==> src/rtl/core/chim_pkg.sv <==
// Shared types and constants for the chained hash integer map.
package chim_pkg;

    localparam int NUM_BUCKETS_DEF  = 63;
    localparam int POOL_ENTRIES_DEF = 256;
    localparam int VALUE_WIDTH_DEF  = 32;

    localparam int KEY_W   = 31;
    localparam int COUNT_W = 9;

    localparam logic [1:0] OP_SET    = 2'd0;
    localparam logic [1:0] OP_GET    = 2'd1;
    localparam logic [1:0] OP_REMOVE = 2'd2;

    localparam logic [1:0] ST_FOUND  = 2'd0;
    localparam logic [1:0] ST_ABSENT = 2'd1;
    localparam logic [1:0] ST_INSERT = 2'd2;
    localparam logic [1:0] ST_FULL   = 2'd3;

    // Folds a signed key to its magnitude, saturating the most negative value.
    function automatic logic [KEY_W-1:0] fold_key(input logic [31:0] raw);
        logic [31:0] neg;
        neg = 32'd0 - raw;
        if (!raw[31]) return raw[KEY_W-1:0];
        if (neg[31]) return {KEY_W{1'b1}};
        return neg[KEY_W-1:0];
    endfunction

endpackage

==> src/rtl/core/chim_front.sv <==
// Front end: folds the key and finds its bucket by reciprocal multiplication.
module chim_front #(
    parameter int NUM_BUCKETS = chim_pkg::NUM_BUCKETS_DEF,
    parameter int BW = (NUM_BUCKETS > 1) ? $clog2(NUM_BUCKETS) : 1
) (
    input  logic                     i_clk,
    input  logic                     i_rst_n,
    input  logic                     i_valid,
    output logic                     o_ready,
    input  logic [1:0]               i_op,
    input  logic [31:0]              i_key,
    output logic                     o_valid,
    input  logic                     i_ready,
    output logic [1:0]               o_op,
    output logic [chim_pkg::KEY_W-1:0] o_key,
    output logic [BW-1:0]            o_bucket
);
    import chim_pkg::*;

    // Rounded-up reciprocal of the bucket count; exact for every key of KEY_W bits.
    localparam int LG  = (NUM_BUCKETS > 1) ? $clog2(NUM_BUCKETS) : 0;
    localparam int SH  = KEY_W + LG;
    localparam int PRW = 2 * KEY_W + 1;
    localparam logic [KEY_W:0] MAGIC = (KEY_W+1)'(((64'd1 << SH) + 64'(NUM_BUCKETS)
                                       - 64'd1) / 64'(NUM_BUCKETS));

    logic [1:0]       r_op;
    logic [KEY_W-1:0] r_key;
    logic [KEY_W-1:0] r_quot;
    logic [BW-1:0]    r_rem;
    logic             r_busy;
    logic             r_stage;
    logic             r_done;
    logic [PRW-1:0]   n_prod;
    logic [KEY_W-1:0] n_quot;

    assign o_ready  = !r_busy && !r_done;
    assign o_valid  = r_done;
    assign o_op     = r_op;
    assign o_key    = r_key;
    assign o_bucket = r_rem;

    // Quotient from the reciprocal product.
    assign n_prod = {{(KEY_W+1){1'b0}}, r_key} * {{KEY_W{1'b0}}, MAGIC};
    assign n_quot = KEY_W'(n_prod >> SH);

    always_ff @(posedge i_clk) begin
        if (!i_rst_n) begin
            r_busy <= 1'b0;
            r_done <= 1'b0;
        end else if (i_valid && o_ready) begin
            r_op    <= i_op;
            r_key   <= fold_key(i_key);
            r_stage <= 1'b0;
            r_busy  <= 1'b1;
        end else if (r_busy) begin
            if (!r_stage) begin
                r_quot  <= n_quot;
                r_stage <= 1'b1;
            end else begin
                // The remainder is what the quotient leaves of the key.
                r_rem  <= BW'(r_key - r_quot * KEY_W'(NUM_BUCKETS));
                r_busy <= 1'b0;
                r_done <= 1'b1;
            end
        end else if (r_done && i_ready) begin
            r_done <= 1'b0;
        end
    end
endmodule

==> config.mk <==
export PLATFORM = sky130hd
export DESIGN_NAME = chim_front
export DESIGN_NICKNAME = d
export VERILOG_FILES = /design/src/rtl/core/chim_pkg.sv /design/src/rtl/core/chim_front.sv
export SDC_FILE = /design/constraint.sdc
export NUM_CORES = 1
export LEC_CHECK = 0
export ABC_AREA = 1
export BUFFER_PORTS_ARGS = -buffer_cell sky130_fd_sc_hd__buf_2
export CORE_UTILIZATION = 23
export CTS_CLUSTER_SIZE = 24
export DETAILED_ROUTE_END_ITERATION = 12
export HOLD_SLACK_MARGIN = 0.1
export PLACE_DENSITY_LB_ADDON = 0.3
export SLEW_MARGIN = 20
export SYNTH_ARGS = -nofsm -noshare
export SYNTH_HDL_FRONTEND = slang
export SYNTH_SLANG_ARGS = --single-unit
export TNS_END_PERCENT = 5
==> constraint.sdc <==
create_clock -name i_clk -period 8.4 [get_ports i_clk]
set_input_delay 0.42 -clock i_clk [delete_from_list [all_inputs] [get_ports i_clk]]
set_output_delay 0.42 -clock i_clk [all_outputs]
set_load 0.005 [all_outputs]
# == Word-level counts from Yosys, hierarchy flattened ==
# Index checks and enable logic that the tools add are counted.
# totals
regBits,68
latchBits,0
ram_bits,0
rom_bits,0
inputBits,38
output_inout_bits,41
elab_cells,44
n_memories,0
# classes
n_addsub,2
multipliers,2
n_div,0
magnitude_cmp,0
eq_ne,1
shifts,0
muxes,18
n_bitwise,2
reduce_logical,12
# ops
operator,count
31-bit two-way mux,4
31-bit by 32-bit multiplier with 63-bit output (second input constant),1
1-bit by 32-bit subtractor with 32-bit output (first input constant),1
26-bit by 6-bit multiplier with 6-bit output (second input constant),1
1-bit two-way mux,14
4-bit AND reduction,2
6-bit subtractor,1
2-bit AND reduction,2
2-bit nonzero test,2
1-bit logical AND,3
3-bit AND reduction,1
1-bit zero test,2
2-bit by 1-bit inequality test with 1-bit output (second input constant),1
1-bit NOT,2

# == Logic depth before layout (Yosys ltp) ==
# logic_depth
word_depth,10
mapped_depth,27
mapped_depth_nobuf,27

# == Least setup slack after synthesis ==
# No wires, ideal clock.
# synth_timing
path_kind,register to register
start,reg r_key[29] (netlist: o_key[29])
end,"reg r_quot[3], data pin"
setup_time_ns,0.253
arrival_time_ns,4.792
required_time_ns,8.147
setup_slack_ns,3.355
path_stages_with_launch,24
path_buffers,0
period_less_slack_ns,5.045
path_cell_list,edfxtp_1 > inv_1 > ha_1 > inv_1 > ha_1 > inv_1 > fa_1 > inv_1 > fa_1 > fa_1 > inv_1 > fa_1 > inv_1 > fa_1 > ha_1 > ha_1 > nand2_1 > inv_1 > a21oi_1 > nand3_1 > a21oi_1 > nand3_1 > nand2_1 > nand2_1
# synth_between
elab_chain_len,1
# synth_lines
element,line,source
start: declaration,chim_front.sv:28,logic [KEY_W-1:0] r_key;
start signal: assignment,chim_front.sv:53,r_key <= fold_key(i_key);
31-bit by 32-bit multiplier with 63-bit output,chim_front.sv:44,"assign n_prod = {{(KEY_W+1){1'b0}}, r_key} * {{KEY_W{1'b0}}, MAGIC};"
via n_prod[40],chim_front.sv:34,logic [PRW-1:0] n_prod;
end signal: assignment,chim_front.sv:58,r_quot <= n_quot;
end: declaration,chim_front.sv:29,logic [KEY_W-1:0] r_quot;
# The timed path passes the listed nets, and every way through them passes these cells.
# A chain may end at the register's enable or synchronous reset.

# == Final worst setup path ==
# layout_timing
start,reg r_key[29] (netlist: o_key[29])
end,"reg r_quot[0], data pin"
# The elaborated chain is that of the path after synthesis.

==> results.ini <==
[synth]
synthDistinctLibCells=36
synthesis.area_um2=10230
synth-seq-cells=48
syn-instance-count=1324
synth_nets=1681
synth_top_area_share=0.2764
synth_fa_ha_area_frac=0.4583
ys_seq_area_frac=0.1389
synth_top_family_by_area=adder cells
synth_area_leaders=ha_1 28%, fa_1 18%, edfxtp_1 13%, inv_1 12%, nand2_1 12%
synth_compound_area_frac=0.02727
synthMuxAreaShare=0
synth-simple-area-share=0.2292
synth.largest_area_cell=ha_1
syn_area_per_cell_um2=7.728
synth_xor_area_frac=0.01712
yosys_warnings=0

[cells_and_area]
final_common_cell=inv_1
fin_util=0.2649
final_cell_mix=337 x inv_1, 322 x nand2_1, 226 x ha_1
antenna_cells=0
drive_gt1_frac=0.09026
area_growth_pct=12.51
fillers=4825
stdcell_count=1992
nets=1763

[floorplanning]
dieArea_um2=45330
core_um2=43460
rows=76
die_w_um=212.9
io_pins=79
floorplan.initialDensity=0.2355
die_y_um=212.9

[pwr]
max-vdd-ir-drop_v=0.0001308
p_per_area_nw_per_um2=246.6
p_leak_nw=6.517

[timing]
finalSetupViolations=0
fin_crit_ns=5.315
rsz0062_at_grt=false
tightest_slew_ns=0.7350
period_share=0.6327
fmax_mhz=188.2
tns_ns=0
hold_viol_final=0
relSlewSlack=0.5100
clock_skew_ns=0.009241
drv_slew=0
finalHoldWorstSlack_ns=0.2868

[placement]
place_congestion=0.8484
dp_hpwl_um=23670
place.detailed.instances=1983
port_buffers=78

[routing]
wl_per_cell_um=13.58
firstDrtPassIters=5
routed_via_density=4.061
antenna_left=0
detailroute.via_count=8090
dr.first_iter.drc_count=317
drc=0
drt_wl_total_um=27060

[grt]
grt_antenna_before_repair=0
grt_max_degree=37
grt_pass1_vias=8172
grt_overflow=0
grt_pass1_wl_um=43500
track_usage=0.1243

[setup_path]
cp_common_cell=inv_1
cp_slowest_stage_delay_ns=0.54
path_max_fanout=5
slowest_stage=fa_1
worstPathRequired_ns=8.46
crit_chain=inv_1 -> ha_1 -> inv_1 -> ha_1 -> inv_1 -> fa_1 -> inv_1 -> fa_1 -> fa_1 -> inv_1 -> fa_1 -> inv_1 -> fa_1 -> ha_1 -> ha_1 -> nand2_1 -> nor2_1 -> nand2_1 -> nor2_1 -> nand3b_1 -> nand4_1 -> nand2_1
startpoint_type=register
critPathKind=register to register
worst_ep_arrival_time_ns=5.38
end_kind=register

[cts]
cts_inserted_buffers=5
clockRootBuffer=clkbuf_16
post-cts-setup-buffers=0
ctsHtreeMaxLevel=2
clk_pin_slew_ns=0.07
clock_latency_ns=0.31
hold_buffers=0
clock_path_buffers=2
cts_sinks=48
cts_tree=done
cts_resized=0

[outcome]
outcome=completed

[run]
drv_cap=0

[min_path]
min_path_type=primary input to register

[power breakdown]
group          leakage [nW]  switching, mW  internal, mW
clock network        0.0716          0.103         0.110
logic                  6.00           1.43         0.859
registers             0.442         0.0256         0.314
[critical path: cells and delay by family, from the launching register on]
kind	cells	cell delay, ns
buffers and inverters	6	0.35
and+or+nand+nor	7	0.81
adders and majority gates	9	3.49
DFF	1	0.42
[flip-flops by register name, indices dropped and copies added (netlist names)]
register / cells
o_op: 2
r_stage: 1
r_quot: 6
o_valid: 1
o_bucket: 6
r_busy: 1
o_key: 31
[logic make-up (layout without fill, tap and decap cells)]
logic type | after synthesis | in the layout
and+or+nand+nor | 538 | 538
buffers and inverters | 347 | 430
adders and majority gates | 319 | 319
AOI/OAI and AO/OA | 52 | 52
DFF | 48 | 48
xor gates and xnor gates | 20 | 20
[worst paths after layout]
path              from  depth (start not counted)  slack, ns        end
max reg2reg  o_key[29]                         22       3.09  r_quot[0]
min            i_op[0]                          1       0.29    o_op[0]
min reg2reg    o_valid                          1       0.56    o_valid
max          o_key[29]                         22       3.09  r_quot[0]
[synthesized netlist by cell type, drive strengths merged]
cell type    n
nor2        90
or2         12
nand3b       8
clkbuf       3
o21bai       4
buf          5
ha         226
and2         1
a31o         1
edfxtp      46
o21ai       21
nand4       14
a21oi       24
or3          1
nor3b        1
inv        339
nand3       82
xor2        14
nand2      324
o21a         2
dfxtp        2
nor3         5
fa          93
xnor2        6
[metrics by stage]
step	setup WS (ns)	total power, mW	instance area [um2]
final	3.085	2.839	11510
after global routing	2.809	3.257	11510
after CTS	3.031	2.901	11480
after detailed placement	3.045	2.656	11340
after global placement	3.038	2.661	11340
after floorplan	3.355	2.044	10230
[cell type report]
| class | count | area [um2] | area share |
|---|---|---|---|
| clock buffers | 5 | 125.1 | 0.01087 |
| clock inverters | 3 | 17.52 | 0.001522 |
| inverters | 339 | 1272 | 0.1105 |
| multi-input cells | 929 | 7496 | 0.6511 |
| flip-flops and latches | 48 | 1421 | 0.1235 |
| well taps | 585 | 732.0 | 0.06358 |
| repair buffers | 83 | 447.9 | 0.03891 |
[metal layers]
| metal | track usage | part of all wire | vias up |
|---|---|---|---|
| met4 | 0.01935 | 0.0089 | 0 |
| met1 | 0.1646 | 0.49 | 3729 |
| li1 | - | - | 4253 |
| met3 | 0.01662 | 0.023 | 17 |
| met5 | 0 | 0 | - |
| met2 | 0.2169 | 0.48 | 91 |
Power figures use the tool's default switching activity.
