===== config.mk =====
export PLATFORM = sky130hd
export DESIGN_NAME = chim_queue
export DESIGN_NICKNAME = d
export VERILOG_FILES = /design/src/rtl/core/chim_queue.sv
export SDC_FILE = /design/constraint.sdc
export NUM_CORES = 1
export LEC_CHECK = 0
export BUFFER_PORTS_ARGS = -buffer_cell sky130_fd_sc_hd__buf_2
export CAP_MARGIN = 20
export CORE_AREA = 3 3 50 52
export CTS_BUF_LIST = sky130_fd_sc_hd__clkbuf_4 sky130_fd_sc_hd__clkbuf_8
export CTS_CLUSTER_SIZE = 20
export DETAILED_ROUTE_END_ITERATION = 6
export DIE_AREA = 0 0 53 55
export GPL_ROUTABILITY_DRIVEN = 0
export REMOVE_ABC_BUFFERS = 1
export SETUP_SLACK_MARGIN = 0.1
export SLEW_MARGIN = 20
export SYNTH_ARGS = -nofsm -noshare
export SYNTH_HDL_FRONTEND = slang
export SYNTH_SLANG_ARGS = --single-unit

===== constraint.sdc =====
create_clock -name i_clk -period 1.85 [get_ports i_clk]
set_input_delay 0.185 -clock i_clk [delete_from_list [all_inputs] [get_ports i_clk]]
set_output_delay 0.185 -clock i_clk [all_outputs]
set_load 0.02 [all_outputs]

===== src/rtl/core/chim_queue.sv =====
// Two-entry request queue between the front end and the back end.
module chim_queue #(
    parameter int W = 8
) (
    input  logic         i_clk,
    input  logic         i_rst_n,
    input  logic         i_valid,
    output logic         o_ready,
    input  logic [W-1:0] i_data,
    output logic         o_valid,
    input  logic         i_ready,
    output logic [W-1:0] o_data
);
    logic [W-1:0] r_mem [2];
    logic         r_wp;
    logic         r_rp;
    logic [1:0]   r_cnt;
    logic         wr;
    logic         rd;

    assign o_ready = (r_cnt != 2'd2);
    assign o_valid = (r_cnt != 2'd0);
    assign o_data  = r_mem[r_rp];
    assign wr = i_valid && o_ready;
    assign rd = o_valid && i_ready;

    always_ff @(posedge i_clk) begin
        if (wr) r_mem[r_wp] <= i_data;
        if (!i_rst_n) begin
            r_wp  <= 1'b0;
            r_rp  <= 1'b0;
            r_cnt <= 2'd0;
        end else begin
            if (wr) r_wp <= !r_wp;
            if (rd) r_rp <= !r_rp;
            r_cnt <= r_cnt + {1'b0, wr} - {1'b0, rd};
        end
    end
endmodule


Word-level counts from Yosys, hierarchy flattened
Memories as Yosys holds them, arrays and structs flattened. A register that Yosys moved wholly into a read port is not among the register bits.
Index checks and enable logic that the tools add are counted.
- flip-flop bits (word level): 4
- RAM bits: 16
- bits of input ports: 12
- output and inout port bits: 10
- logic and storage cells: 16
- memories: 1
- memory list (memory ; depth ; bits a word ; read ports ; clocked after memory_dff ; write ports ; RTL line ; RTL):
    r_mem ; 2 ; 8 ; 1 ; 1 ; 1 ; 14 ; logic [W-1:0] r_mem [2];
- add/sub/neg operators: 2
- equality and inequality tests: 1
- multiplexer cells: 4
- reduce and logical (&&, ||, !) cells: 5
- operator list (operator ; number):
    $mux W1 ; 4
    $add A2 B1 Y2 ; 1
    $logic_and A1 B1 Y1 ; 2
    $logic_not A1 Y1 ; 2
    $ne A2 B2 Y1 const B ; 1
    $reduce_bool A2 Y1 ; 1
    $sub A2 B1 Y2 ; 1

Depth between registers and ports, before layout
Gate-level depths: netlist of run 1.
- depth in word-level cells: 4
- gate-level depth with buffers: 6
- gate-level depth less buffers: 6

Worst setup path after synthesis of run 1
OpenSTA, ideal clock, no wires.
- path type: flip-flop to flip-flop
- start point: register r_cnt[0]
- end point: memory r_mem[1][0] (enable)
- setup time: 332 ps
- arrival: 1015 ps
- data required time: 1518 ps
- setup slack: 503 ps
- cell stages (with the launch flop): 3
- buffers on the path: 0
- clock period less this slack: 1347 ps
- path through: dfxtp_1 nand2b_1 and3_1
- word-level cells in the longest chain between the ends: 4
- RTL lines (what ; RTL line ; RTL):
    start, declared ; 17 ; logic [1:0] r_cnt;
    start signal, assigned ; 36 ; r_cnt <= r_cnt + {1'b0, wr} - {1'b0, rd};
    $ne A2 B2 Y1 ; 21 ; assign o_ready = (r_cnt != 2'd2);
    named net o_ready ; 8 ; output logic o_ready,
    $logic_and A1 B1 Y1 ; 24 ; assign wr = i_valid && o_ready;
    $mux W1 ; 28 ; if (wr) r_mem[r_wp] <= i_data;
    $mux W1 (implied by the code) ; 28 ;
    end, declared ; 14 ;
The timed path passes the listed nets, and every way through them passes these cells.

==> results of run 1 <==
## flip-flops by register name, indices dropped and copies added (netlist names), named ones only
signal / cells
r_cnt: 2
r_mem: 16
r_rp: 1
r_wp: 1
## path summary, 6_finish.rpt
| check | end | depth (start not counted) |
|---|---|---|
| setup / recovery | o_data[3] | 2 |
| hold / removal | r_mem[0][1]$_DFFE_PP_ | 1 |
| setup reg to reg | r_cnt[1]$_SDFF_PN0_ | 6 |
| hold reg to reg | register | 2 |
## layer usage
metal | global-route usage, % | routed length [um] | part of all wire, %
met1 | 9.847 | 528 | 40
met2 | 19.01 | 686 | 51
met3 | 2.681 | 72 | 5.4
met4 | 10.21 | 45 | 3.4
met5 | 0 | 0 | 0
## Yosys cell counts, drive strengths merged
master / count / area, um^2
ha: 1 / 12.51
xor2: 1 / 8.760
nor4bb: 1 / 10.01
or2: 1 / 6.260
nor2: 4 / 15.01
nand3b: 1 / 7.510
and2: 1 / 6.260
nor3: 1 / 5.000
inv: 2 / 7.510
nand2b: 1 / 6.260
o31a: 1 / 8.760
mux2: 8 / 90.09
and3: 2 / 12.51
o21ai: 2 / 10.01
a21bo: 1 / 10.01
and2b: 1 / 7.510
edfxtp: 16 / 480.5
dfxtp: 5 / 100.1
a21oi: 1 / 5.000
nor4: 1 / 6.260
o21ba: 1 / 10.01
buf: 1 / 5.000
nand3: 1 / 5.000
## report_power, final
part	total [mW]	switching (mW)	internal (mW)
clock network	0.226	0.127	0.0987
logic	0.320	0.171	0.149
registers	0.626	0.0496	0.576
## kinds of logic after synthesis
group	Yosys count	share of synthesized area, %
XOR/XNOR	1	1.048
buffers and inverters	3	1.497
adder cells (fa/ha/maj)	1	1.497
multiplexers	8	10.78
AO/OA/AOI/OAI	6	5.239
AND/OR/NAND/NOR	15	10.48
flip-flops	21	69.46
## layout make-up
| class | count | area share [%] |
|---|---|---|
| repair buffers | 21 | 10.50 |
| clock buffers | 4 | 3.000 |
| inverters | 2 | 0.7500 |
| well taps | 28 | 3.500 |
| multi-input cells | 31 | 24.25 |
| flip-flops and latches | 21 | 58.00 |
## through the flow
| step | instances | util (%) | setup slack, ns | power (mW) |
|---|---|---|---|---|
| floorplan | 54 | - | 0.5034 | 0.8568 |
| global placement | 103 | 45.20 | 0.4843 | 0.9527 |
| detailed placement | 103 | 45.20 | 0.3861 | 0.9610 |
| CTS | 107 | 46.59 | 0.2084 | 1.193 |
| global route | 107 | 46.59 | 0.1699 | 1.247 |
| finish | 107 | 46.59 | 0.2546 | 1.171 |
==> summary.txt, run 1 <==
Run status
  • Status: complete, no violations

Clocking
  • Sink Count: 21
  • Clock Latency Late Sink: 0.30 ns
  • Setup repair bufs after CTS: 0
  • CTS H-tree lvls: 1
  • Hold_buf cts: 0
  • CTS resizes: 0
  • Clk slew on worst S/H paths: 0.11 ns
  • Clk buf depth: 2
  • CTS tree: done
  • Clk root buf: clkbuf_4
  • Num CTS Buffers: 3

Route
  • Vias post-DR: 516
  • WL/cell: 12.46 um
  • Pre-antenna DRT Iters: 2
  • Post-Route WL: 1.333 mm
  • DRC: 0
  • Post-DRT Antenna Nets: 0
  • Via-per-instance ratio: 4.822
  • Starting DRT DRC Count: 10

Setup path
  • Worst Setup Path Type: register to output pin
  • WP buf/inv: 1
  • Req. time, crit path: 1.66 ns
  • Reg-to-Reg Start: r_cnt[1]$_SDFF_PN0_
  • Slowest CP cell: dfxtp_1
  • Critical path capture point type: output pin
  • Reg2Reg Setup Slack: 0.36 ns
  • CP Cell Sequence: mux2_2, buf_2
  • WP data arrival: 1.41 ns
  • Kind of cell adding the most delay to the critical path: flip-flops
  • CP Max Fanout: 8
  • CP Launch Type: register
  • Largest stage delay on the critical path: 0.57 ns

Timing
  • Min Clock Period, post-route: 1.595 ns
  • Hold Fails Final Rpt: 0
  • Final period util: 86.24%
  • Slew HR: 71.07%
  • Achievable Freq: 0.6268 GHz
  • Worst slew pin tran: 0.4339 ns
  • Max-slew violations: 0
  • Layout Skew: 0.004498 ns
  • Final Setup Violations: 0
  • Post-Route Setup TNS: 0 ns
  • RSZ-0062 raised after global routing: false
  • Hold Slack: 0.06351 ns

Logic synthesis
  • Sequential area share after synthesis: 69.46%
  • Mapped Cells: 55
  • YS warnings: 0
  • Yosys reg bits: 21
  • Mapped Avg Cell Area: 15.20 um^2
  • Yosys cell types: 23
  • Post-Syn Area: 835.8 um^2

Min path
  • Hold Path Class: primary input to register
  • Hold wc startpoint: i_data[1]

Floorplanning
  • Die area: 0.002915 mm^2
  • Row count: 17
  • IO Pins: 22
  • Area of the core: 0.002148 mm^2
  • Initial Util: 38.91%
  • Chip Width: 53 um
  • Die Height: 55 um

Placed design
  • Number of port buffers: 21
  • Placed Area: 970.9 um^2
  • DPL Wire Length: 954.2 um

Global routing
  • Vias in the first global route: 507
  • First-pass GRT wire length: 2.063 mm
  • Initial antenna violation count: 0
  • Grt ovf: 0
  • Largest net degree at the start of global routing: 12
  • All-Layer GR Usage: 10.64%

Power and ir drop
  • P per Cell Area: 1170 mW/mm^2
  • Peak VDD IR: 0.3936 mV
  • Leakage power: 0.4001 nW

Final layout
  • FF/Latch Area: 580.6 um^2
  • Area growth from synthesis to layout: 19.76%
  • Layout fillers: 198
  • Share of layout cells above drive strength 1: 45.57%
  • Most common cell after layout, fill and taps aside: buf_2
  • N_diodes: 0
  • Most frequent cells in the layout: buf_2, edfxtp_1, mux2_2, dfxtp_1
  • Area of the multi-input gates: 242.7 um^2
  • Post-layout nets: 93
  • Fin area: 0.001001 mm^2

Run
  • Total of max-cap violations: 0
Power figures use the tool's default switching activity.
==> run 2: changes to the inputs <==
--- a/config.mk
+++ b/config.mk
@@ -7,12 +7,15 @@
 export LEC_CHECK = 0
 export BUFFER_PORTS_ARGS = -buffer_cell sky130_fd_sc_hd__buf_2
 export CAP_MARGIN = 20
+export CELL_PAD_IN_SITES_DETAIL_PLACEMENT = 1
+export CELL_PAD_IN_SITES_GLOBAL_PLACEMENT = 1
 export CORE_AREA = 3 3 50 52
 export CTS_BUF_LIST = sky130_fd_sc_hd__clkbuf_4 sky130_fd_sc_hd__clkbuf_8
 export CTS_CLUSTER_SIZE = 20
 export DETAILED_ROUTE_END_ITERATION = 6
 export DIE_AREA = 0 0 53 55
 export GPL_ROUTABILITY_DRIVEN = 0
+export PLACE_DENSITY_LB_ADDON = 0.1
 export REMOVE_ABC_BUFFERS = 1
 export SETUP_SLACK_MARGIN = 0.1
 export SLEW_MARGIN = 20
==> summary.txt, run 2 (synthesis results as in run 1) <==
Power and ir drop
  • Pwr Total: 1.145 mW (was 1.171 mW)
  • Peak VDD IR: 0.5704 mV (was 0.3936 mV)
  • P per Cell Area: 1147 mW/mm^2 (was 1170 mW/mm^2)
  • Leakage power: 0.3995 nW (was 0.4001 nW)

Setup path
  • Critical path capture point type: output pin (unchanged)
  • Reg2Reg Setup Slack: 0.38 ns (was 0.36 ns)
  • Reg2reg end: r_cnt[1]$_SDFF_PN0_ (unchanged)
  • CP Max Fanout: 8 (unchanged)
  • Reg-to-Reg Start: r_cnt[1]$_SDFF_PN0_ (unchanged)
  • Req. time, crit path: 1.66 ns (about the same)
  • WP data arrival: 1.37 ns (was 1.41 ns)
  • Depth of the most critical reg-to-reg path: 6 (unchanged)
  • Worst Setup Path Type: register to output pin (unchanged)
  • CP Launch Type: register (unchanged)

Route
  • Post-Route WL: 1.273 mm (was 1.333 mm)
  • Vias post-DR: 491 (was 516)
  • DRC: 0 (unchanged)
  • Pre-antenna DRT Iters: 2 (unchanged)
  • Starting DRT DRC Count: 7 (was 10)
  • Via-per-instance ratio: 4.589 (was 4.822)
  • WL/cell: 11.90 um (was 12.46 um)
  • Post-DRT Antenna Nets: 0 (unchanged)

Final layout
  • Biggest regs: r_mem: 16 flops, r_cnt: 2 flops (unchanged)
  • Non-filler cells in the finished layout: 107 (unchanged)
  • Core Util, Final: 46.48% (was 46.59%)
  • Post-layout nets: 93 (unchanged)
  • Fin area: 998.5 um^2 (was 0.001001 mm^2)
  • Share of layout cells above drive strength 1: 45.57% (unchanged)
  • Area growth from synthesis to layout: 19.46% (was 19.76%)
  • Most common cell after layout, fill and taps aside: buf_2 (unchanged)
  • Biggest register: r_mem (unchanged)
  • Layout fillers: 243 (was 198)
  • Most frequent cells in the layout: buf_2, edfxtp_1, mux2_2, dfxtp_1, nor2_1 (was buf_2, edfxtp_1, mux2_2, dfxtp_1)
  • Max FFs per register: 16 (unchanged)
  • N_diodes: 0 (unchanged)

Global routing
  • All-Layer GR Usage: 10.09% (was 10.64%)
  • First-pass GRT wire length: 2.076 mm (was 2.063 mm)
  • GRT met2 Usage: 17.56% (was 19.01%)
  • Vias in the first global route: 460 (was 507)
  • Largest net degree at the start of global routing: 13 (was 12)
  • Initial antenna violation count: 0 (unchanged)
  • Met3 Track Usage GR: 2.413% (was 2.681%)
  • Grt ovf: 0 (unchanged)
  • Met1 GRT Util: 12.65% (was 9.847%)
  • Most Crowded Layer GR: met2 (unchanged)

Min path
  • Hold Path Class: primary input to register (unchanged)
  • WHS Endpoint: r_mem[0][0]$_DFFE_PP_ (was r_mem[0][1]$_DFFE_PP_)
  • WHS Path Cells: 1 (unchanged)
  • Hold wc startpoint: i_data[0] (was i_data[1])

Floorplanning
  • Row count: 17 (unchanged)
  • Die area: 0.002915 mm^2 (unchanged)
  • Area of the core: 0.002148 mm^2 (unchanged)
  • Chip Width: 53 um (unchanged)
  • Die Height: 55 um (unchanged)
  • IO Pins: 22 (unchanged)
  • Initial Util: 38.91% (unchanged)

Clocking
  • Clk buf depth: 2 (unchanged)
  • Clock Latency Late Sink: 0.29 ns (was 0.30 ns)
  • CTS H-tree lvls: 1 (unchanged)
  • Hold_buf cts: 0 (unchanged)
  • Setup repair bufs after CTS: 0 (unchanged)
  • Clk slew on worst S/H paths: 0.11 ns (about the same)
  • CTS resizes: 0 (unchanged)
  • Clk root buf: clkbuf_4 (unchanged)
  • CTS tree: done (unchanged)
  • Sink Count: 21 (unchanged)
  • Num CTS Buffers: 3 (unchanged)

Timing
  • Worst slew pin tran: 0.3480 ns (was 0.4339 ns)
  • Final worst setup slack: 0.2976 ns (was 0.2546 ns)
  • Hold Slack: 0.07499 ns (was 0.06351 ns)
  • Hold Fails Final Rpt: 0 (unchanged)
  • RSZ-0062 raised after global routing: false (unchanged)
  • Layout Skew: 0.002886 ns (was 0.004498 ns)
  • Max-slew violations: 0 (unchanged)
  • Slew HR: 76.80% (was 71.07%)
  • Post-Route Setup TNS: 0 ns (unchanged)
  • Final Setup Violations: 0 (unchanged)
  • Min Clock Period, post-route: 1.552 ns (was 1.595 ns)
  • Achievable Freq: 0.6442 GHz (was 0.6268 GHz)
  • Final period util: 83.91% (was 86.24%)

Placed design
  • Placed Area: 970.9 um^2 (unchanged)
  • Number of port buffers: 21 (unchanged)
  • Worst slack, placed: 0.3968 ns (was 0.3861 ns)
  • DPL Wire Length: 985.2 um (was 954.2 um)
  • Post-placement cell count: 103 (unchanged)

Run status
  • Status: complete, no violations (unchanged)

Run
  • Total of max-cap violations: 0 (unchanged)
-- run 2: report_power, final --
| part | internal (mW) | switching (mW) | total (mW) |
|---|---|---|---|
| Combinational | 0.148 | 0.169 | 0.318 |
| Clock | 0.0802 | 0.124 | 0.204 |
| Sequential | 0.576 | 0.0474 | 0.623 |
-- run 2: how the worst max path moves through the flow --
stage / from / to / slack [ns] / cells after the start
2_1_floorplan: r_cnt[0]$_SDFF_PN0_ / r_mem[1][0]$_DFFE_PP_ / 0.50 / 2
3_3_place_gp: r_cnt[1]$_SDFF_PN0_ / r_cnt[1]$_SDFF_PN0_ / 0.39 / 6
3_5_place_dp: r_cnt[1]$_SDFF_PN0_ / r_cnt[1]$_SDFF_PN0_ / 0.40 / 6
4_1_cts: register / o_data[1] / 0.25 / 2
5_1_grt: r_cnt[1]$_SDFF_PN0_ / r_cnt[1]$_SDFF_PN0_ / 0.19 / 6
6_report: register / o_data[5] / 0.30 / 2
-- run 2: area by class of cell --
cell class | instances | area (um^2) | area share, %
Clock buffer | 3 | 22.52 | 2.256
Tap cell | 28 | 35.03 | 3.509
Inverter | 2 | 7.507 | 0.7519
Timing Repair Buffer | 21 | 105.1 | 10.53
Multi-Input combinational cell | 31 | 242.7 | 24.31
Sequential cell | 21 | 580.6 | 58.15
Clock inverter | 1 | 5.005 | 0.5013
-- run 2: layer usage --
| layer | up-vias | wire length [um] |
|---|---|---|
| li1 | 252 | - |
| met1 | 228 | 560 |
| met3 | 0 | 63 |
| met5 | - | 0 |
| met2 | 11 | 649 |
| met4 | 0 | 0 |
-- run 2: worst max-delay path, cell delays in order (launching register included) --
cell and delay [ns]:
dfxtp_1 0.54, mux2_2 0.38, buf_2 0.16
==> run 3: changes to the inputs <==
--- a/config.mk
+++ b/config.mk
@@ -9,11 +9,11 @@
 export CAP_MARGIN = 20
 export CELL_PAD_IN_SITES_DETAIL_PLACEMENT = 1
 export CELL_PAD_IN_SITES_GLOBAL_PLACEMENT = 1
-export CORE_AREA = 3 3 50 52
+export CORE_AREA = 3 3 51 53
 export CTS_BUF_LIST = sky130_fd_sc_hd__clkbuf_4 sky130_fd_sc_hd__clkbuf_8
 export CTS_CLUSTER_SIZE = 20
 export DETAILED_ROUTE_END_ITERATION = 6
-export DIE_AREA = 0 0 53 55
+export DIE_AREA = 0 0 54 56
 export GPL_ROUTABILITY_DRIVEN = 0
 export PLACE_DENSITY_LB_ADDON = 0.1
 export REMOVE_ABC_BUFFERS = 1
==> constraint.sdc (replaced) <==
create_clock -name i_clk -period 1.3 [get_ports i_clk]
set_input_delay 0.13 -clock i_clk [delete_from_list [all_inputs] [get_ports i_clk]]
set_output_delay 0.13 -clock i_clk [all_outputs]
set_load 0.02 [all_outputs]
==> summary.txt, run 3 (synthesis results as in run 1) <==
Run status
  • Status: finished, violations left (was complete, no violations)
  • Failing checks: negative setup slack

Route
  • Via-per-instance ratio: 4.798 (was 4.589)
  • Vias post-DR: 595 (was 491)
  • Post-Route WL: 1.729 mm (was 1.273 mm)
  • Post-DRT Antenna Nets: 0 (unchanged)
  • WL/cell: 13.94 um (was 11.90 um)
  • Starting DRT DRC Count: 1 (was 7)
  • Pre-antenna DRT Iters: 2 (unchanged)
  • DRC: 0 (unchanged)

Setup path
  • Largest stage delay on the critical path: 0.38 ns (was 0.54 ns)
  • Worst Setup Path Type: register to register (was register to output pin)
  • CP Cell Sequence: buf_6, o21ba_4, nor2_4, ha_4, nor4_2, nor3_2 (was mux2_2, buf_2)
  • Req. time, crit path: 1.48 ns (was 1.66 ns)
  • Slowest CP cell: dfxtp_4 (was dfxtp_1)
  • Reg-to-Reg Start: r_cnt[0]$_SDFF_PN0_ (was r_cnt[1]$_SDFF_PN0_)
  • Critical path capture point type: register (was output pin)
  • Crit path from: r_cnt[0]$_SDFF_PN0_
  • CP Max Fanout: 4 (was 8)
  • WP data arrival: 1.56 ns (was 1.37 ns)
  • CP Launch Type: register (unchanged)

Floorplanning
  • Die area: 0.003024 mm^2 (was 0.002915 mm^2)
  • Row count: 17 (unchanged)
  • Area of the core: 0.002191 mm^2 (was 0.002148 mm^2)
  • IO Pins: 22 (unchanged)
  • Die Height: 56 um (was 55 um)
  • Chip Width: 54 um (was 53 um)
  • Initial Util: 38.15% (was 38.91%)

Timing
  • Final worst setup slack: -0.07913 ns (was 0.2976 ns)
  • Final period util: 106.1%
  • Worst slew pin tran: 0.4015 ns (was 0.3480 ns)
  • RSZ-0062 raised after global routing: true (was false)
  • Achievable Freq: 0.7251 GHz
  • Hold Slack: 0.02303 ns (was 0.07499 ns)
  • Layout Skew: 0.009172 ns (was 0.002886 ns)
  • Hold Fails Final Rpt: 0 (unchanged)
  • Max-slew violations: 0 (unchanged)
  • Min Clock Period, post-route: 1.379 ns
  • Slew HR: 72.85% (was 76.80%)
  • Final Setup Violations: 9 (was 0)

Final layout
  • Biggest regs: r_mem: 16 flops, r_cnt: 2 flops (unchanged)
  • Most common cell after layout, fill and taps aside: edfxtp_1 (was buf_2)
  • FF/Latch Area: 591.8 um^2 (was 580.6 um^2)
  • Post-layout nets: 110 (was 93)
  • Most frequent cells in the layout: edfxtp_1, buf_6, buf_2, mux2_4, buf_4 (was buf_2, edfxtp_1, mux2_2, dfxtp_1, nor2_1)
  • Biggest register: r_mem (unchanged)
  • Area growth from synthesis to layout: 62.42% (was 19.46%)
  • Fin area: 0.001358 mm^2 (was 998.5 um^2)
  • Core Util, Final: 61.96% (was 46.48%)
  • Max FFs per register: 16 (unchanged)
  • N_diodes: 0 (unchanged)
  • Layout fillers: 212 (was 243)
  • Area of the multi-input gates: 356.6 um^2 (was 242.7 um^2)
  • Share of layout cells above drive strength 1: 67.71% (was 45.57%)

Power and ir drop
  • Sw Share: 29.24% (was 29.74%)
  • P per Cell Area: 1618 mW/mm^2 (was 1147 mW/mm^2)
  • Sequential Power Share: 42.0% (was 54.4%)
  • Leakage power: 0.5565 nW (was 0.3995 nW)
  • Clock network fraction of design power: 14.6% (was 17.8%)
  • Internal Pwr Total: 1.555 mW (was 0.8045 mW)
  • Peak VDD IR: 1.100 mV (was 0.5704 mV)
  • Combinational Power Share: 43.4% (was 27.7%)
  • Psw: 0.6423 mW (was 0.3405 mW)

Global routing
  • Vias in the first global route: 604 (was 460)
  • First-pass GRT wire length: 2.718 mm (was 2.076 mm)
  • All-Layer GR Usage: 12.40% (was 10.09%)
  • Largest net degree at the start of global routing: 12 (was 13)
  • Grt ovf: 0 (unchanged)
  • Initial antenna violation count: 0 (unchanged)

Clocking
  • Sink Count: 21 (unchanged)
  • Clk buf depth: 2 (unchanged)
  • Clock Latency Late Sink: 0.29 ns (about the same)
  • Clk root buf: clkbuf_4 (unchanged)
  • CTS H-tree lvls: 1 (unchanged)
  • Clk slew on worst S/H paths: 0.11 ns (about the same)
  • CTS tree: done (unchanged)
  • Num CTS Buffers: 3 (unchanged)

Min path
  • Hold Path Class: primary input to register (unchanged)
  • Hold wc startpoint: i_data[7] (was i_data[0])

Placed design
  • Placed Area: 0.001049 mm^2 (was 970.9 um^2)
  • Number of port buffers: 21 (unchanged)
  • Worst slack, placed: -0.09437 ns (was 0.3968 ns)
  • DPL Wire Length: 1.126 mm (was 985.2 um)

Run
  • Total of max-cap violations: 0 (unchanged)
[run 3: changes by cell type in the layout (fill, tap and decap cells not counted), sizes merged]
cell and delta:
clkbuf +1, buf +14, clkinv -1, dlygate4sd3 +3
[run 3: critical path, delay by kind of cell, from the launching register on]
| kind | cells | cell delay, ns |
|---|---|---|
| and+or+nand+nor | 3 | 0.41 |
| DFF | 1 | 0.38 |
| AOI/OAI and AO/OA | 1 | 0.22 |
| adders and majority gates | 1 | 0.16 |
| buffers and inverters | 1 | 0.12 |
[run 3: routing by layer]
metal  track usage (%)  up-vias  wire length [um]
met1             15.06      296               701
met3             4.021        0                73
met2             20.59       12               954
met4             3.203        0                 0
li1                  -      287                 -
met5                 0        -                 0
[run 3: cell type report]
class / instances / share of cell area, %
flip-flops and latches: 21 / 43.59
multi-input cells: 31 / 26.27
repair buffers: 38 / 24.79
well taps: 28 / 2.581
clock buffers: 4 / 2.212
inverters: 2 / 0.5530
[run 3: worst paths after layout]
kind                                end  slack, ns  depth (start not counted)
setup reg to reg    r_cnt[1]$_SDFF_PN0_      -0.08                          6
setup / recovery    r_cnt[1]$_SDFF_PN0_      -0.08                          6
hold / removal    r_mem[1][7]$_DFFE_PP_       0.02                          1
hold reg to reg                register       0.55                          2
[run 3: what timing repair did]
item	4_1_cts	5_1_grt
buffers inserted	6	1
endpoints found under the hold margin	0	6
endpoints found under the setup margin	28	21
gates resized for setup	42	13
pin swaps	6	4
hold buffers	0	3
[run 3: through the flow]
step           power (mW)  std cells  setup TNS, ns
6_report            2.197        124        -0.3596
5_1_grt             2.320        124        -0.8586
4_1_cts             2.089        120        -0.4848
3_5_place_dp        1.449        110        -0.1094
3_3_place_gp        1.439        110       -0.04161
2_1_floorplan       1.219         54        -0.4591
[run 3: power groups by stage]
stage | logic, mW | registers [mW] | clock network (mW)
after floorplan | 0.335 | 0.885 | 0
after global placement | 0.540 | 0.899 | 0
after detailed placement | 0.547 | 0.902 | 0
after CTS | 0.842 | 0.912 | 0.334
after global routing | 1.01 | 0.937 | 0.369
final | 0.953 | 0.924 | 0.321
